==> config.mk <==
export PLATFORM = sky130hd
export DESIGN_NAME = cms_sqrt_pipe
export DESIGN_NICKNAME = d
export VERILOG_FILES = /design/src/rtl/cms_sqrt_pipe.sv
export SDC_FILE = /design/constraint.sdc
export NUM_CORES = 2
export LEC_CHECK = 0
export ABC_CLOCK_PERIOD_IN_PS = 7690
export BUFFER_PORTS_ARGS = -buffer_cell sky130_fd_sc_hd__buf_2
export CAP_MARGIN = 20
export CORE_MARGIN = 2
export CORE_UTILIZATION = 45
export DETAILED_ROUTE_END_ITERATION = 8
export PLACE_DENSITY = 0.65
export SLEW_MARGIN = 40
export SYNTH_ARGS = -nofsm -noshare
export SYNTH_HDL_FRONTEND = slang
export SYNTH_SLANG_ARGS = --single-unit
==> constraint.sdc <==
create_clock -name i_clk -period 7.69 [get_ports i_clk]
set_clock_uncertainty 0.1 [all_clocks]
set_input_delay 1.538 -clock i_clk [delete_from_list [all_inputs] [get_ports i_clk]]
set_output_delay 1.538 -clock i_clk [all_outputs]
set_load 0.005 [all_outputs]
==> src/rtl/cms_sqrt_pipe.sv <==
// cms_sqrt_pipe: pipelined integer square root, floor, one root bit per stage.
// Depends on nothing.
`default_nettype none

module cms_sqrt_pipe #(
    parameter int IW = 64
) (
    input  wire logic            i_clk,
    input  wire logic [IW-1:0]   i_val,
    output logic      [IW/2-1:0] o_root
);

    localparam int STEPS = IW / 2;
    localparam int RW    = IW + 1;

    logic [IW-1:0] r_rem  [STEPS-1];
    logic [RW-1:0] r_root [STEPS];

    for (genvar s = 0; s < STEPS; s++) begin : g_stage
        localparam logic [RW-1:0] BIT = RW'(1) << (2 * (STEPS - 1 - s));
        logic [IW-1:0] w_rem_in;
        logic [RW-1:0] w_root_in;
        logic [RW-1:0] w_trial;
        logic          w_ge;

        if (s == 0) begin : g_first
            assign w_rem_in  = i_val;
            assign w_root_in = '0;
        end else begin : g_next
            assign w_rem_in  = r_rem[s-1];
            assign w_root_in = r_root[s-1];
        end

        // try to take root + bit out of the remainder
        assign w_trial = w_root_in + BIT;
        assign w_ge    = ({1'b0, w_rem_in} >= w_trial);

        always_ff @(posedge i_clk) begin
            r_root[s] <= w_ge ? ((w_root_in >> 1) + BIT) : (w_root_in >> 1);
        end

        if (s < STEPS - 1) begin : g_carry
            logic [RW-1:0] w_diff;
            assign w_diff = {1'b0, w_rem_in} - w_trial;
            always_ff @(posedge i_clk) begin
                r_rem[s] <= w_ge ? w_diff[IW-1:0] : w_rem_in;
            end
        end
    end

    assign o_root = r_root[STEPS-1][IW/2-1:0];

endmodule

`default_nettype wire

==> flow_summary.json <==
{
  "finalCritPeriodShare": 0.630,
  "clk_pin_slew_ns": 0.06,
  "dr.pass1.iters": 8,
  "io_pins": 97,
  "place_congestion": 0.905,
  "leakagePower_nw": 48.9,
  "coreArea_um2": 212000,
  "clock_sinks": 2512,
  "hpwlAfterDp_um": 195000,
  "synth_edf_count": 0,
  "drv_slew": 0,
  "layout-drive-gt1-share": 0.0728,
  "rsz0062_at_grt": "no",
  "synth_area_um2": 95900,
  "io_buffer_count": 96,
  "pwr-share-seq": 0.449,
  "fin_tns_setup_ns": 0,
  "p_int_w": 0.0279,
  "synth-async-reset-ratio": 0,
  "area_delta_synth_final_pct": 12.8,
  "grt_pass1_wl_um": 382000,
  "clock_latency_ns": 0.92,
  "total_power_w": 0.0417,
  "cts-root-buf": "clkbuf_16",
  "nets": 10500,
  "cts.repair.resized": 0,
  "hold_ws_ns": 0.189,
  "crit_required_ns": 8.35,
  "start_util": 0.452,
  "vias": 69400,
  "avgSynthCellArea_um2": 9.90,
  "fmax_mhz": 206,
  "pre_cts_ws_ns": 3.02,
  "synth_nets": 10300,
  "synth_area_leader_cell": "dfxtp_1",
  "n_fill_cell": 18900,
  "dieArea_um2": 217000,
  "rows": 169,
  "power.density_nw_per_um2": 386,
  "ys_top_cells_by_area": "dfxtp_1 52%, ha_1 7.3%, xnor2_1 4.2%, xor2_1 3.6%, a21oi_1 3.3%",
  "most-common-layout-cells": "2512 x dfxtp_1, 698 x inv_1, 630 x a21oi_1",
  "grt_start_max_net_pins": 60,
  "drc": 14,
  "antenna_found_initial": 16,
  "maxSlewHeadroom": 0.398,
  "drv_cap": 0,
  "layout_commonest_cell": "dfxtp_1",
  "drtIter0Drc": 4669,
  "ir_drop_mv": 0.265,
  "outcome": "complete, but fails checks",
  "violations": "design-rule violations",
  "arrival_ns": 5.50,
  "wl_per_cell_um": 19.2,
  "ys_seq_elements": 2512,
  "drtAntennaViolNets": 0,
  "worstSetupEndpointType": "flip-flop",
  "synth_ff_type": "dfxtp_1",
  "cts_hold_buf": 0,
  "synth_top_area_share": 0.524,
  "fin_crit_ns": 4.84,
  "fp.dieH_um": 466,
  "min_path_type": "reg2reg",
  "cts_tree": "done",
  "worstPathCellList": "or3_1 > or4_1 > or4_1 > nor4_1 > nand3_1 > a211oi_4 > buf_4 > inv_2 > and3_1 > and3_1 > xor2_1",
  "grt_remaining_overflow": 0,
  "dp.cells": 12400,
  "post-cts-setup-buffer-count": 0,
  "crit_fanout": 45,
  "clockBufferDepth": 3,
  "comb_power_share": 0.254,
  "finalWirelength_um": 247000,
  "layout.cells.non_filler": 12900,
  "ys_warn_count": 0,
  "hold_viol_final": 0,
  "switching_share": 0.332,
  "worst_slack_ns": 2.85,
  "grt_usage": 0.222,
  "die_width_um": 466,
  "htreeDepth": 4,
  "slowest_delay_ns": 0.72,
  "tightestPinTransition_ns": 0.892,
  "start_kind": "flip-flop",
  "setup_viol": 0,
  "yosysSeqAreaShare": 0.524,
  "crit_type": "reg2reg",
  "path_delay_family": "simple AND/OR/NAND/NOR gates",
  "critPathSlowestCell": "a211oi_4",
  "cts_buffers": 238,
  "drt-vias-per-instance": 5.39,
  "power_frac_clock": 0.298,
  "grt_pass1_vias": 67600,
  "path_buf_inv": 2,
  "postSynthCellCount": 9691,
  "switchingPower_w": 0.0139,
  "yosysUniqueCellTypes": 86
}
power by group through the flow:
stage | Sequential, W | Clock, W | Combinational [W]
2_1_floorplan | 0.0177 | 0 | 0.00807
3_3_place_gp | 0.0190 | 0 | 0.0103
3_5_place_dp | 0.0190 | 0 | 0.0105
4_1_cts | 0.0187 | 0.0127 | 0.0105
5_1_grt | 0.0190 | 0.0132 | 0.0118
6_report | 0.0187 | 0.0124 | 0.0106
routing by layer:
layer	track usage	vias up	wire length, um
met5	0	-	11
met4	0.0526	2	4980
met3	0.0291	327	11700
met2	0.377	1713	118000
met1	0.298	33100	113000
li1	-	34300	-
Yosys cell counts, drive strengths merged, types with 13 or more instances:
cell type  instances
nor3             254
ha               558
a31o              15
nor2b             80
clkbuf           177
and4              26
xor2             398
and3              63
inv              701
nand4            173
a31oi             59
a21o             223
a21oi            631
o211ai            26
buf               26
o21bai            49
a2111oi           22
nor2             624
o21ai            454
or4               79
o2111ai           19
mux2i             13
nand4b            31
a211oi            50
or2               38
xnor2            457
or3              130
a21boi            28
dfxtp           2512
o21a             121
a211o             21
nand2            609
mux2              76
o22ai             15
nor4             359
nor3b             17
nor4b             57
nand2b           101
nand3b            31
and4b             13
and2              28
o31ai             56
nand3            143
final timing paths:
check | slack (ns) | cells past startpoint | start | endpoint
worst max register to register | 2.85 | 11 | r_rem[1][628]$_DFF_P_ | r_rem[1][703]$_DFF_P_
worst max-delay path | 2.85 | 11 | r_rem[1][628]$_DFF_P_ | r_rem[1][703]$_DFF_P_
worst min-delay path | 0.19 | 0 | r_rem[1][517]$_DFF_P_ | r_rem[1][581]$_DFF_P_
worst min register to register | 0.19 | 0 | r_rem[1][517]$_DFF_P_ | r_rem[1][581]$_DFF_P_
final cells by class:
cell class / count / area (um^2) / share of cell area
diodes: 3 / 7.51 / 0.0000694
clock buffers: 313 / 6640 / 0.0613
clock inverters: 130 / 1950 / 0.0180
inverters: 701 / 2630 / 0.0243
multi-input cells: 6275 / 42500 / 0.393
flip-flops and latches: 2512 / 50300 / 0.465
well taps: 2821 / 3530 / 0.0326
repair buffers: 125 / 696 / 0.00643
kinds of logic after synthesis:
kind of cell	share of synthesized area
and+or+nand+nor	0.157
DFF	0.524
AOI/OAI and AO/OA	0.122
buffers and inverters	0.0355
xor gates and xnor gates	0.0781
adders and majority gates	0.0728
muxes	0.0103
worst reg2reg max path, stage by stage, from the launching register on:
cell and delay, ns:
dfxtp_1 0.31, or3_1 0.44, or4_1 0.49, or4_1 0.56
nor4_1 0.56, nand3_1 0.28, a211oi_4 0.72, buf_4 0.31
inv_2 0.30, and3_1 0.33, and3_1 0.20, xor2_1 0.13
state kept, by name, indices dropped and copies added (netlist names):
signal  count
r_root    528
r_rem    1984
stage by stage:
step	util	instance area (um^2)
detailed placement	0.470	99600
global placement	0.469	99500
floorplan	-	95900
global route	0.510	108000
CTS	0.510	108000
finish	0.510	108000
Power figures use the tool's default switching activity.
